==> src/design/pfa_pkg.sv <==
// Shared types, codes and helpers of the paged frame allocator.
`timescale 1ns / 1ps
package pfa_pkg;

    typedef enum logic [3:0] {
        S_IDLE,
        S_SEARCH,
        S_DECIDE,
        S_DEL_RD,
        S_DEL_FR,
        S_DEL_END,
        S_DIV,
        S_COUNT,
        S_PROBE,
        S_PWAIT,
        S_EMIT
    } t_state;

    localparam logic [2:0] ST_OK        = 3'd0;
    localparam logic [2:0] ST_DUP       = 3'd1;
    localparam logic [2:0] ST_NOT_FOUND = 3'd2;
    localparam logic [2:0] ST_FULL      = 3'd3;
    localparam logic [2:0] ST_NO_FRAMES = 3'd4;
    localparam logic [2:0] ST_LIMIT     = 3'd5;

    localparam logic MODE_DELETE = 1'b1;

    localparam logic CFG_FRAME_BYTES = 1'b0;
    localparam logic CFG_FRAMES      = 1'b1;

    localparam int DVD_W   = 24;
    localparam int DSR_W   = 16;
    localparam int WASTE_W = 22;

    localparam logic [15:0] LFSR_SEED = 16'hACE1;
    localparam logic [15:0] LFSR_TAPS = 16'hB400;

    function automatic logic [15:0] lfsr_next(input logic [15:0] v);
        logic [15:0] t;
        begin
            t = {1'b0, v[15:1]};
            if (v[0]) t = t ^ LFSR_TAPS;
            if (t == 16'd0) t = LFSR_SEED;
            return t;
        end
    endfunction

endpackage

==> src/design/pfa_div.sv <==
// Bit-serial restoring divider, one quotient bit per cycle.
`timescale 1ns / 1ps
module pfa_div
    import pfa_pkg::*;
(
    input  logic             i_clk,
    input  logic             i_rst_n,
    input  logic             i_start,
    input  logic [DVD_W-1:0] i_dividend,
    input  logic [DSR_W-1:0] i_divisor,
    output logic             o_done,
    output logic [DVD_W-1:0] o_quot,
    output logic [DSR_W-1:0] o_rem
);

    localparam int CW = $clog2(DVD_W);

    logic             r_busy, n_busy;
    logic             r_done, n_done;
    logic [CW-1:0]    r_cnt, n_cnt;
    logic [DVD_W-1:0] r_q, n_q;
    logic [DSR_W:0]   r_r, n_r;
    logic [DSR_W-1:0] r_d, n_d;
    logic [DSR_W:0]   w_t;

    assign w_t = {r_r[DSR_W-1:0], r_q[DVD_W-1]};

    always_comb begin
        n_busy = r_busy;
        n_done = 1'b0;
        n_cnt  = r_cnt;
        n_q    = r_q;
        n_r    = r_r;
        n_d    = r_d;
        if (i_start) begin
            n_busy = 1'b1;
            n_cnt  = CW'(DVD_W - 1);
            n_q    = i_dividend;
            n_r    = '0;
            n_d    = i_divisor;
        end else if (r_busy) begin
            if (w_t >= {1'b0, r_d}) begin
                n_r = w_t - {1'b0, r_d};
                n_q = {r_q[DVD_W-2:0], 1'b1};
            end else begin
                n_r = w_t;
                n_q = {r_q[DVD_W-2:0], 1'b0};
            end
            n_cnt = r_cnt - 1'b1;
            if (r_cnt == '0) begin
                n_busy = 1'b0;
                n_done = 1'b1;
            end
        end
    end

    always_ff @(posedge i_clk) begin
        if (!i_rst_n) begin
            r_busy <= 1'b0;
            r_done <= 1'b0;
        end else begin
            r_busy <= n_busy;
            r_done <= n_done;
        end
    end

    always_ff @(posedge i_clk) begin
        r_cnt <= n_cnt;
        r_q   <= n_q;
        r_r   <= n_r;
        r_d   <= n_d;
    end

    assign o_done = r_done;
    assign o_quot = r_q;
    assign o_rem  = r_r[DSR_W-1:0];

endmodule
==> config.mk <==
export PLATFORM = sky130hd
export DESIGN_NAME = pfa_div
export DESIGN_NICKNAME = d
export VERILOG_FILES = /design/src/design/pfa_pkg.sv /design/src/design/pfa_div.sv
export SDC_FILE = /design/constraint.sdc
export NUM_CORES = 1
export LEC_CHECK = 0
export ABC_CLOCK_PERIOD_IN_PS = 3840
export BUFFER_PORTS_ARGS = -buffer_cell sky130_fd_sc_hd__buf_4
export CAP_MARGIN = 20
export CORE_MARGIN = 8
export CORE_UTILIZATION = 50
export DETAILED_ROUTE_END_ITERATION = 8
export PLACE_DENSITY = 0.8
export SYNTH_ARGS = -nofsm -noshare
export SYNTH_HDL_FRONTEND = slang
export SYNTH_SLANG_ARGS = --single-unit
==> constraint.sdc <==
create_clock -name i_clk -period 3.84 [get_ports i_clk]
set_input_delay 0.384 -clock i_clk [delete_from_list [all_inputs] [get_ports i_clk]]
set_output_delay 0.384 -clock i_clk [all_outputs]
set_load 0.05 [all_outputs]
## Word-level counts from Yosys, hierarchy flattened

Cells that the tools add are included.

| word-level totals | value |
|---|---|
| memories | 0 |
| ROM bits | 0 |
| latch bits | 0 |
| register bits | 63 |
| input port bits | 43 |
| bits in writable memories | 0 |
| output and inout bits | 41 |

| cells by class | value |
|---|---|
| shift operators | 0 |
| eq/ne operators | 0 |
| bitwise logic cells | 2 |
| reduce and logical (&&, ||, !) cells | 3 |
| multiply operators | 0 |
| multiplexer cells | 8 |
| add/sub/neg operators | 2 |
| divide/modulo/power cells | 0 |
| order comparisons | 1 |

Operators with widths:

| kind | number |
|---|---|
| two-way mux 24 bit | 2 |
| greater-or-equal comparator 17 x 16 -> 1 bit | 1 |
| two-way mux 16 bit | 1 |
| subtractor 16 bit | 1 |
| zero test 5 bit | 1 |
| two-way mux 1 bit | 5 |
| subtractor 5 x 1 -> 5 bit, second input constant | 1 |
| OR reduction 3 bit | 1 |
| inverter 1 bit | 2 |
| nonzero test 2 bit | 1 |

## Logic depth before layout (Yosys ltp)

Gate-level depths: netlist (run 1).

| depth | value |
|---|---|
| depth in word-level cells | 4 |
| depth in mapped cells | 11 |
| depth with buffers taken out | 10 |

## Worst setup path after synthesis (run 1)

OpenSTA, ideal clock, no wires.

| timing | value |
|---|---|
| path kind | register to register |
| from | register r_q[23], in the netlist o_quot[23] |
| to | register r_r[8] |
| required time | 3.754 ns |
| period minus slack after synthesis | 2.673 ns |
| path buffers | 0 |
| arrival time | 2.587 ns |
| setup slack | 1.167 ns |
| cell stages (with the launch flop) | 11 |
| setup time | 0.086 ns |
| cell sequence | edfxtp_1 inv_1 ha_1 fa_1 nor2b_1 o31a_1 nor4_1 or3_1 xnor2_1 mux2i_1 a211oi_1 |

| between the ends | value |
|---|---|
| longest elaborated chain between the ends | 2 |
| elaborated cells on any way between the ends | 3 |

RTL lines:

| item | line | text |
|---|---|---|
| start, declared | pfa_div.sv:21 | `logic [DVD_W-1:0] r_q, n_q;` |
| start signal, assigned | pfa_div.sv:69 | `r_q <= n_q;` |
| subtractor 16 bit / greater-or-equal comparator 17 x 16 -> 1 bit (equally long branches) | pfa_div.sv:43, pfa_div.sv:42 |  |
| two-way mux 16 bit (*) | pfa_div.sv:42 | `if (w_t >= {1'b0, r_d}) begin` |
| end signal, assigned | pfa_div.sv:70 | `r_r <= n_r;` |
| end, declared | pfa_div.sv:22 | `logic [DSR_W:0] r_r, n_r;` |

Mark *: on every way between the ends. The rest lies on a longest branch, timed or not.
A chain may end at the register's enable or synchronous reset.

## Worst setup path in the final report (run 1)

| timing | value |
|---|---|
| from | register r_r[1] |
| to | register r_r[6] |

| between the ends | value |
|---|---|
| longest elaborated chain between the ends | 2 |
| elaborated cells on any way between the ends | 3 |

RTL lines:

| item | line |
|---|---|
| subtractor 16 bit / greater-or-equal comparator 17 x 16 -> 1 bit (equally long branches) | pfa_div.sv:43, pfa_div.sv:42 |
| two-way mux 16 bit (*) | pfa_div.sv:42 |

Marked as above.

==> key figures, run 1 <==
Clock network
  • CTS buffer count: 9
  • H-tree Lvls: 3
  • Clock slew at reported path FFs: 0.08 ns
  • CTS Buffer Depth: 2
  • Clk sinks: 63
  • CTS tree: yes
  • Post-CTS sizing: 0
  • Quantity of hold-fixing buffers added after cts: 0
  • Setup bufs post-CTS: 0
  • Root buf cell: clkbuf_8
  • Clock Latency Late Sink: 0.35 ns

STA
  • Slew Limit Fails: 0
  • TNS Setup: 0 ns
  • Achievable clock frequency: 350 MHz
  • Clock skew: 0.00989 ns
  • Max_slew headroom: 0.364
  • Final count of negative-setup-slack endpoints: 0
  • WHS: 0.207 ns
  • Fin crit period: 2.85 ns
  • Worst slew pin tran: 0.954 ns
  • Final hold vios: 0
  • Tcrit/Tclk final: 0.743
  • RSZ-0062 raised after global routing: no

Die
  • Cell Rows: 30
  • Chip height: 97.9 µm
  • Boundary Pins: 84
  • Core ar.: 6640 µm²
  • Initial core utilization: 0.505
  • DIE AREA: 9580 µm²
  • Die width: 97.9 µm

GRT
  • Largest net degree at the start of global routing: 55
  • GRT Overall Usage: 0.162
  • Initial antenna violation count: 0
  • First-pass GRT wire length: 12.3 mm
  • Remaining global-route overflow: 0
  • Vias in the first global route: 2611

Final layout
  • Fraction of layout cells with a size suffix above 1: 0.354
  • Layout area overhead: 27.1%
  • Diodes inserted: 0
  • Nets: 432

Routing
  • DRT iter0 DRCs: 104
  • DRT Wirelength: 7.70 mm
  • Remaining DRCs: 0
  • DRT antenna net count: 0
  • Vias: 2514
  • Wirelength per Cell: 16.9 µm
  • Vias/cell: 5.51
  • Detailed Routing Iterations Pass 1: 4

Power and ir drop
  • Leak: 0.00187 µW
  • Sequential power share: 0.421
  • Sw Pwr: 554 µW
  • P_int: 1370 µW
  • Combinational group share of total power: 0.211
  • Switching share of total power: 0.288
  • Pwr dens: 451 nW/µm²
  • Max VDD drop: 0.300 mV
  • Clock power share: 0.368

Critical path
  • Worst flop-to-flop path startpoint: r_r[1]$_SDFFE_PP0P_
  • CP arrival: 3.11 ns
  • Setup Crit Path Kind: register to register
  • Critical Path Source Type: register
  • CP peak stage delay: 0.82 ns
  • Reg2Reg Depth: 8
  • CP Cell Sequence: ha_1, nand2_2, o21ai_2, a31oi_4, o311ai_4, o211a_1, mux2i_1, a211oi_1
  • R2r endpoint: r_r[6]$_SDFFE_PP0P_
  • CP endpoint kind: register
  • Critical Path RT: 4.09 ns
  • Slowest cell on the critical path: o211a_1
  • Crit path max fanout: 18
  • R2R setup slack: 0.99 ns

Hold path
  • HP Start: i_divisor[2]
  • Worst Hold End: r_d[2]$_DFFE_PP_
  • Cells on Worst Hold Path: 1
  • Tightest Hold Check Type: input pin to register

Placement
  • Placer congestion estimate: 0.904
  • Dpl hpwl: 5.68 mm
  • Input/output buffers: 83

Yosys
  • Netlist cell types: 56
  • Ys Warns: 0
  • Syn Nets: 348
  • Number of enable flip-flop cells after synthesis: 40
  • Ys flop type: edfxtp_1
  • Post-Syn Area per Cell: 11.7 µm²
  • Asr flop ratio synth: 0
  • Ranking of synthesized cells by area: edfxtp_1 (36%), dfxtp_1 (14%), mux2_2 (8.1%)
  • Mapped Cells: 287
  • Yosys top cell area share: 0.358
  • Sequential share of the synthesized area: 0.496
  • Post-synthesis register bit count: 63
  • Post-Syn Area: 3350 µm²
  • Leading area contributor after synthesis: edfxtp_1

Run
  • MaxCap Viol Count: 0

Run status
  • Run status: completed
synthesized netlist by cell type, types with 2 or more instances:
master and n:
edfxtp_1 40, mux2_2 24, dfxtp_1 23, inv_1 23, nand2_1 21, ha_1 17, mux2i_1 12, nor2_1 12
a21oi_1 10, xnor2_1 9, xor2_1 8, a21o_1 6, clkbuf_1 6, o21ai_1 6, a211oi_1 5, nand2b_1 5
o21ai_0 5, nand4_1 4, nor3_1 4, o21a_1 4, a22o_1 2, a2bb2oi_1 2, buf_1 2, nand3_1 2
nor2b_1 2, o221ai_2 2, o31a_1 2
placed cells by master, fill, tap and decap left out, types with 9 or more instances in the layout:
| master | synthesis | final |
|---|---|---|
| buf_4 | 0 | 84 |
| edfxtp_1 | 40 | 40 |
| mux2_2 | 24 | 24 |
| inv_1 | 23 | 23 |
| dfxtp_1 | 23 | 23 |
| nand2_1 | 21 | 21 |
| ha_1 | 17 | 17 |
| nor2_1 | 12 | 12 |
| mux2i_1 | 12 | 12 |
| a21oi_1 | 10 | 10 |
| xnor2_1 | 9 | 9 |
| clkbuf_8 | 0 | 9 |
routing by layer:
| layer | wire length (µm) | vias to the layer above | global-route usage |
|---|---|---|---|
| met5 | 0 | - | 0 |
| met4 | 123 | 0 | 0.0755 |
| met3 | 722 | 10 | 0.0832 |
| met2 | 3640 | 84 | 0.257 |
| met1 | 3210 | 1190 | 0.177 |
| li1 | - | 1230 | - |
power groups by stage:
stage / registers (µW) / logic, µW / clock network (µW)
after CTS: 809 / 407 / 723
after detailed placement: 823 / 406 / 0
final: 809 / 405 / 708
after floorplan: 928 / 172 / 0
after global routing: 816 / 432 / 745
after global placement: 821 / 399 / 0
metrics by stage:
| step | utilization | instances | power (µW) | instance area (µm²) | setup slack, ns |
|---|---|---|---|---|---|
| floorplan | - | 287 | 1100 | 3350 | 1.17 |
| global placement | 0.605 | 440 | 1220 | 4020 | 1.06 |
| detailed placement | 0.605 | 440 | 1230 | 4020 | 1.03 |
| CTS | 0.641 | 456 | 1940 | 4260 | 0.992 |
| global route | 0.641 | 456 | 1990 | 4260 | 0.834 |
| finish | 0.641 | 456 | 1920 | 4260 | 0.986 |
layout make-up:
class	instances	area (µm²)
Tap cell	80	100
Sequential cell	63	1660
Inverter	23	86.3
Clock inverter	7	120
Timing Repair Buffer	84	631
Clock buffer	9	124
Multi-Input combinational cell	190	1540
Fill cell	518	2380
state kept, by name, indices dropped and copies added, names as in the netlist:
name and count:
o_done 1, o_quot 24, r_busy 1, r_cnt 5, r_d 16, r_r 16
cell families (layout without fill, tap and decap cells):
group / Yosys count / after routing / synth area share
simple gates: 62 / 62 / 0.0955
compound gates: 57 / 57 / 0.133
fa+ha+maj: 18 / 18 / 0.0694
mux: 36 / 36 / 0.116
xor+xnor: 17 / 17 / 0.0444
buf+inv: 34 / 123 / 0.0455
flops: 63 / 63 / 0.496
worst max-delay path, delay by kind of cell, from the launching register on:
kind	cells	cell delay [ns]
and+or+nand+nor	1	0.07
adders and majority gates	1	0.40
DFF	1	0.36
AOI/OAI and AO/OA	5	1.74
muxes	1	0.17
worst max path at each step:
| stage | to | start | slack [ns] | cells past startpoint |
|---|---|---|---|---|
| floorplan | r_r[8]$_SDFFE_PP0P_ | o_quot[23]$_DFFE_PP_ | 1.17 | 10 |
| global placement | r_r[10]$_SDFFE_PP0P_ | r_r[1]$_SDFFE_PP0P_ | 1.06 | 8 |
| detailed placement | r_r[6]$_SDFFE_PP0P_ | r_d[1]$_DFFE_PP_ | 1.03 | 9 |
| CTS | r_r[6]$_SDFFE_PP0P_ | r_d[1]$_DFFE_PP_ | 0.99 | 9 |
| global route | r_r[6]$_SDFFE_PP0P_ | r_d[2]$_DFFE_PP_ | 0.83 | 9 |
| finish | r_r[6]$_SDFFE_PP0P_ | r_r[1]$_SDFFE_PP0P_ | 0.99 | 8 |
Note: power is estimated with default switching activity, not from simulation.
==> run 2: changes to the inputs <==
--- a/config.mk
+++ b/config.mk
@@ -5,11 +5,11 @@
 export SDC_FILE = /design/constraint.sdc
 export NUM_CORES = 1
 export LEC_CHECK = 0
-export ABC_CLOCK_PERIOD_IN_PS = 3840
+export ABC_CLOCK_PERIOD_IN_PS = 2500
 export BUFFER_PORTS_ARGS = -buffer_cell sky130_fd_sc_hd__buf_4
 export CAP_MARGIN = 20
 export CORE_MARGIN = 8
-export CORE_UTILIZATION = 50
+export CORE_UTILIZATION = 48
 export DETAILED_ROUTE_END_ITERATION = 8
 export PLACE_DENSITY = 0.8
 export SYNTH_ARGS = -nofsm -noshare
==> constraint.sdc (replaced) <==
create_clock -name i_clk -period 2.5 [get_ports i_clk]
set_input_delay 0.25 -clock i_clk [delete_from_list [all_inputs] [get_ports i_clk]]
set_output_delay 0.25 -clock i_clk [all_outputs]
set_load 0.05 [all_outputs]
==> key figures, run 2 (synthesis gave the netlist of run 1 again) <==
Clock network
  • Setup bufs post-CTS: 0 (unchanged)
  • Clock slew at reported path FFs: 0.07 ns (about the same)
  • Clk sinks: 63 (unchanged)
  • CTS Buffer Depth: 2 (unchanged)
  • H-tree Lvls: 3 (unchanged)
  • Clock Latency Late Sink: 0.34 ns (about the same)
  • CTS tree: yes
  • Root buf cell: clkbuf_8
  • CTS buffer count: 9 (unchanged)

Final layout
  • Diodes inserted: 0 (unchanged)
  • Final instance area: 4360 µm² (+2.2%)
  • Fraction of layout cells with a size suffix above 1: 0.400 (+0.0463)
  • Nets: 442 (+2.3%)
  • Reg area: 1670 µm² (+0.60%)
  • Layout area overhead: 29.9%
  • Max FFs per register: 24 (unchanged)
  • Commonest non-fill, non-tap cell in the layout: buf_4
  • Multi-input gate area: 1560 µm² (+1.1%)
  • # fillers: 539 (+4.1%)
  • Commonest cells after routing, fill and taps aside: buf_4 (93), edfxtp_1 (40), mux2_2 (24), inv_1 (22), nand2_1 (21)

Power and ir drop
  • Pwr dens: 652 nW/µm² (+45%)
  • Total power draw: 2840 µW (+48%)
  • Max VDD drop: 0.454 mV (+51%)
  • Leak: 0.00191 µW (+2.2%)

Run status
  • Run status: completed

Routing
  • Remaining DRCs: 0 (unchanged)
  • Detailed Routing Iterations Pass 1: 4 (unchanged)
  • Vias/cell: 5.21 (-5.4%)
  • DRT Wirelength: 8.09 mm (+5.1%)
  • DRT iter0 DRCs: 82 (-21%)
  • DRT antenna net count: 0 (unchanged)
  • Vias: 2508 (-0.24%)
  • Wirelength per Cell: 16.8 µm (-0.39%)

Placement
  • Placed Area: 4140 µm² (+3.1%)
  • Input/output buffers: 83 (unchanged)
  • Dpl hpwl: 6.21 mm (+9.3%)
  • Placer congestion estimate: 0.902 (-0.19%)
  • Setup WS pre-CTS: 0.132 ns (-0.896 ns)

STA
  • Final count of negative-setup-slack endpoints: 0 (unchanged)
  • Slew Limit Fails: 0 (unchanged)
  • Tcrit/Tclk final: 0.953 (+0.209)
  • RSZ-0062 raised after global routing: no
  • Fin crit period: 2.38 ns (-0.472 ns)
  • Achievable clock frequency: 420 MHz (+20%)
  • TNS Setup: 0 ns (unchanged)
  • Worst slew pin tran: 0.363 ns (-0.591 ns)
  • Final hold vios: 0 (unchanged)
  • Clock skew: 0.00837 ns (-0.00152 ns)
  • Final worst setup slack: 0.119 ns (-0.868 ns)
  • Max_slew headroom: 0.755 (+0.390)

GRT
  • Remaining global-route overflow: 0 (unchanged)
  • Vias in the first global route: 2738 (+4.9%)
  • Initial antenna violation count: 0 (unchanged)
  • GRT Overall Usage: 0.168 (+0.00523)
  • Largest net degree at the start of global routing: 30 (-45%)
  • First-pass GRT wire length: 13.1 mm (+5.9%)

Hold path
  • Tightest Hold Check Type: input pin to register

Die
  • Boundary Pins: 84 (unchanged)
  • DIE AREA: 9920 µm² (+3.5%)
  • Core ar.: 6790 µm² (+2.3%)
  • Cell Rows: 30 (unchanged)
  • Initial core utilization: 0.494 (-0.0112)
  • Die width: 99.6 µm (+1.7%)
  • Chip height: 99.6 µm (+1.7%)

Critical path
  • CP Cell Sequence: ha_4, fa_2, nor2b_2, o31a_1, nor4_1, or3_1, xnor2_1, mux2i_1, a211oi_1
  • Critical Path RT: 2.75 ns (-1.34 ns)
  • Slowest cell on the critical path: edfxtp_1
  • CP peak stage delay: 0.42 ns (-0.40 ns)
  • Crit path max fanout: 3 (-15)
  • Critical Path Source Type: register
  • CP endpoint kind: register
  • Setup Crit Path Kind: register to register
  • R2R setup slack: 0.12 ns (-0.87 ns)
  • CP arrival: 2.63 ns (-0.48 ns)

Run
  • MaxCap Viol Count: 0 (unchanged)
[run 2: cell count changes in the layout (fill, tap and decap cells not counted), sizes merged]
cell,before,now
buf,84,94
inv,24,23
clkbuf,9,11
clkinv,3,2
bufinv,3,2
[run 2: timing repair]
action                     4_1_cts  5_1_grt
resized for setup                0        1
hold buffers                     0        0
setup endpoints to repair        0        2
[run 2: area by class of cell]
class / count / area share
clock buffer: 11 / 0.0325
clock inverter: 4 / 0.0161
inverter: 23 / 0.0198
multi-input combinational: 190 / 0.357
sequential: 63 / 0.384
tap: 96 / 0.0276
timing repair buffer: 94 / 0.163
[run 2: through the flow]
| step | instances | utilization | hold slack, ns |
|---|---|---|---|
| finish | 481 | 0.641 | 0.0840 |
| global route | 481 | 0.641 | 0.0694 |
| CTS | 481 | 0.641 | 0.0676 |
| detailed placement | 466 | 0.609 | 0.429 |
| global placement | 466 | 0.609 | 0.429 |
| floorplan | 287 | - | 0.349 |
[run 2: where the power goes]
group / internal (µW) / leakage, µW / switching, µW
combinational: 253 / 0.00122 / 395
sequential: 1200 / 0.000589 / 44.9
clock: 580 / 0.000109 / 368
total: 2030 / 0.00191 / 808
[run 2: critical path: cells and delay by family, from the launching register on]
kind	cells	cell delay [ns]
xor gates and xnor gates	1	0.14
muxes	1	0.09
adders and majority gates	2	0.58
AOI/OAI and AO/OA	2	0.39
and+or+nand+nor	3	0.68
DFF	1	0.42
[run 2: final timing paths]
path | from | to | cells after the start
worst max-delay path | r_d[0]$_DFFE_PP_ | r_r[8]$_SDFFE_PP0P_ | 9
worst min-delay path | i_divisor[1] | r_d[1]$_DFFE_PP_ | 1
worst max register to register | r_d[0]$_DFFE_PP_ | r_r[8]$_SDFFE_PP0P_ | 9
worst min register to register | r_r[3]$_SDFFE_PP0P_ | r_r[3]$_SDFFE_PP0P_ | 2
[run 2: layer usage]
| layer | share of wire | GRT usage |
|---|---|---|
| met1 | 0.40 | 0.174 |
| met2 | 0.48 | 0.282 |
| met3 | 0.092 | 0.0782 |
| met4 | 0.021 | 0.0768 |
| met5 | 0 | 0 |
==> run 3: changes to the inputs <==
--- a/config.mk
+++ b/config.mk
@@ -5,11 +5,12 @@
 export SDC_FILE = /design/constraint.sdc
 export NUM_CORES = 1
 export LEC_CHECK = 0
-export ABC_CLOCK_PERIOD_IN_PS = 2500
+export ABC_CLOCK_PERIOD_IN_PS = 2800
 export BUFFER_PORTS_ARGS = -buffer_cell sky130_fd_sc_hd__buf_4
 export CAP_MARGIN = 20
 export CORE_MARGIN = 8
-export CORE_UTILIZATION = 48
+export CORE_UTILIZATION = 50
+export CTS_CLUSTER_SIZE = 24
 export DETAILED_ROUTE_END_ITERATION = 8
 export PLACE_DENSITY = 0.8
 export SYNTH_ARGS = -nofsm -noshare
==> constraint.sdc (replaced) <==
create_clock -name i_clk -period 2.8 [get_ports i_clk]
set_input_delay 0.28 -clock i_clk [delete_from_list [all_inputs] [get_ports i_clk]]
set_output_delay 0.28 -clock i_clk [all_outputs]
set_load 0.05 [all_outputs]
==> key figures, run 3 (synthesis gave the netlist of run 1 again) <==
STA
  • TNS Setup: 0 ns (unchanged)
  • WHS: 0.106 ns (+0.0223 ns)
  • Slew Limit Fails: 0 (unchanged)
  • Tcrit/Tclk final: 0.901 (-0.0518)
  • Achievable clock frequency: 396 MHz (-5.6%)
  • Final count of negative-setup-slack endpoints: 0 (unchanged)
  • Fin crit period: 2.52 ns (+0.141 ns)
  • RSZ-0062 raised after global routing: no
  • Max_slew headroom: 0.482 (-0.272)
  • Final worst setup slack: 0.278 ns (+0.159 ns)
  • Final hold vios: 0 (unchanged)
  • Clock skew: 0.0115 ns (+0.00317 ns)
  • Worst slew pin tran: 0.775 ns (+0.412 ns)

Routing
  • DRT iter0 DRCs: 147 (+79%)
  • DRT Wirelength: 7.77 mm (-3.9%)
  • Vias/cell: 5.48 (+5.1%)
  • Detailed Routing Iterations Pass 1: 5 (+1)
  • Vias: 2527 (+0.76%)
  • DRT antenna net count: 0 (unchanged)
  • Wirelength per Cell: 16.9 µm (+0.27%)
  • Remaining DRCs: 0 (unchanged)

Run status
  • Run status: completed

Die
  • DIE AREA: 9580 µm² (-3.4%)
  • Die width: 97.9 µm (-1.7%)
  • Initial core utilization: 0.505 (+0.0112)
  • Chip height: 97.9 µm (-1.7%)
  • Cell Rows: 30 (unchanged)
  • Core ar.: 6640 µm² (-2.2%)
  • Boundary Pins: 84 (unchanged)

Critical path
  • R2r endpoint: r_r[1]$_SDFFE_PP0P_
  • CP Launch Point: r_d[2]$_DFFE_PP_
  • Critical Path Source Type: register
  • Crit path max fanout: 7 (+4)
  • Worst flop-to-flop path startpoint: r_d[2]$_DFFE_PP_
  • Reg2Reg Depth: 10 (+1)
  • CP endpoint kind: register
  • R2R setup slack: 0.28 ns (+0.16 ns)
  • CP arrival: 2.80 ns (+0.17 ns)
  • Setup Crit Path Kind: register to register
  • Crit path capture: r_r[1]$_SDFFE_PP0P_
  • Critical Path RT: 3.08 ns (+0.33 ns)

Final layout
  • Final core utilization: 0.639 (-0.00246)
  • Max FFs per register: 24 (unchanged)
  • Layout area overhead: 26.5%
  • Nets: 437 (-1.1%)
  • Fraction of layout cells with a size suffix above 1: 0.360 (-0.0404)
  • Commonest cells after routing, fill and taps aside: buf_4 (89), edfxtp_1 (40), mux2_2 (24), inv_1 (23), dfxtp_1 (23)
  • Commonest non-fill, non-tap cell in the layout: buf_4
  • Diodes inserted: 0 (unchanged)

Power and ir drop
  • Switching share of total power: 0.310 (+0.0250)
  • Leak: 0.00187 µW (-2.3%)
  • Sw Pwr: 757 µW (-6.3%)
  • Max VDD drop: 0.321 mV (-29%)
  • Combinational group share of total power: 0.231 (+0.003)
  • Sequential power share: 0.452 (+0.014)
  • Pwr dens: 576 nW/µm² (-12%)
  • Clock power share: 0.317 (-0.017)
  • P_int: 1690 µW (-17%)

GRT
  • Initial antenna violation count: 0 (unchanged)
  • Remaining global-route overflow: 0 (unchanged)
  • Grt met1 use: 0.180 (+0.00613)
  • First-pass GRT wire length: 12.9 mm (-0.95%)
  • Vias in the first global route: 2754 (+0.58%)
  • GRT Overall Usage: 0.169 (+0.000874)
  • M2 GR Usage: 0.272 (-0.0102)
  • GR peak layer: met2
  • Grt met3 use: 0.0804 (+0.00216)
  • Largest net degree at the start of global routing: 55 (+83%)

Placement
  • Input/output buffers: 83 (unchanged)
  • Setup WS pre-CTS: 0.309 ns (+0.177 ns)
  • Placer congestion estimate: 0.910 (+0.93%)
  • Dpl hpwl: 5.73 mm (-7.7%)

Clock network
  • H-tree Lvls: 3 (unchanged)
  • Post-CTS sizing: 0 (unchanged)
  • Clk sinks: 63 (unchanged)
  • Clock Latency Late Sink: 0.34 ns (about the same)
  • Clock slew at reported path FFs: 0.08 ns (about the same)
  • Setup bufs post-CTS: 0 (unchanged)
  • CTS buffer count: 9 (unchanged)
  • Quantity of hold-fixing buffers added after cts: 0 (unchanged)
  • CTS Buffer Depth: 2 (unchanged)
  • CTS tree: yes
  • Root buf cell: clkbuf_8

Hold path
  • Tightest Hold Check Type: input pin to register
  • HP Start: i_divisor[9]

Run
  • MaxCap Viol Count: 0 (unchanged)
## run 3: cell types whose count changed in the layout (fill, tap and decap cells not counted), sizes merged
cell	previous run	this run
bufinv	2	1
clkinvlp	0	1
clkbuf	11	9
buf	94	89
clkinv	2	5
## run 3: area by class of cell
cell class	count	area, µm²
fillers	544	2400
flip-flops and latches	63	1660
multi-input cells	190	1540
repair buffers	89	668
clock buffers	9	124
well taps	80	100
inverters	23	86.3
clock inverters	7	63.8
## run 3: worst min path at each step
| stage | to | cells after the start |
|---|---|---|
| after floorplan | r_d[0]$_DFFE_PP_ | 0 |
| after global placement | r_d[0]$_DFFE_PP_ | 1 |
| after detailed placement | r_d[5]$_DFFE_PP_ | 1 |
| after CTS | r_d[5]$_DFFE_PP_ | 1 |
| after global routing | r_d[5]$_DFFE_PP_ | 1 |
| final | r_d[9]$_DFFE_PP_ | 1 |
## run 3: routing by layer
metal  up-vias  share of wire
met1      1195           0.42
met3        16           0.10
met4         0          0.018
met2        90           0.47
li1       1226              -
met5         -              0
## run 3: through the flow
| step | total power (µW) | instances | cell area [µm²] |
|---|---|---|---|
| 2_1_floorplan | 1510 | 287 | 3350 |
| 3_3_place_gp | 1680 | 445 | 4060 |
| 3_5_place_dp | 1690 | 445 | 4060 |
| 4_1_cts | 2460 | 461 | 4240 |
| 5_1_grt | 2550 | 461 | 4240 |
| 6_report | 2450 | 461 | 4240 |
## run 3: power by group through the flow
stage          Clock [µW]  Combinational [µW]  Sequential (µW)
3_5_place_dp            0                 567             1120
3_3_place_gp            0                 557             1120
5_1_grt               830                 608             1110
2_1_floorplan           0                 236             1270
4_1_cts               791                 568             1110
6_report              775                 565             1110
## run 3: worst max-delay path, cell delays in order, from the launching register on
cell      delay, ns
edfxtp_1       0.33
inv_1          0.04
ha_1           0.37
nand2_2        0.07
o21ai_2        0.20
a31oi_4        0.15
o311ai_4       0.30
o211a_1        0.37
buf_4          0.25
mux2i_1        0.23
a22o_1         0.15
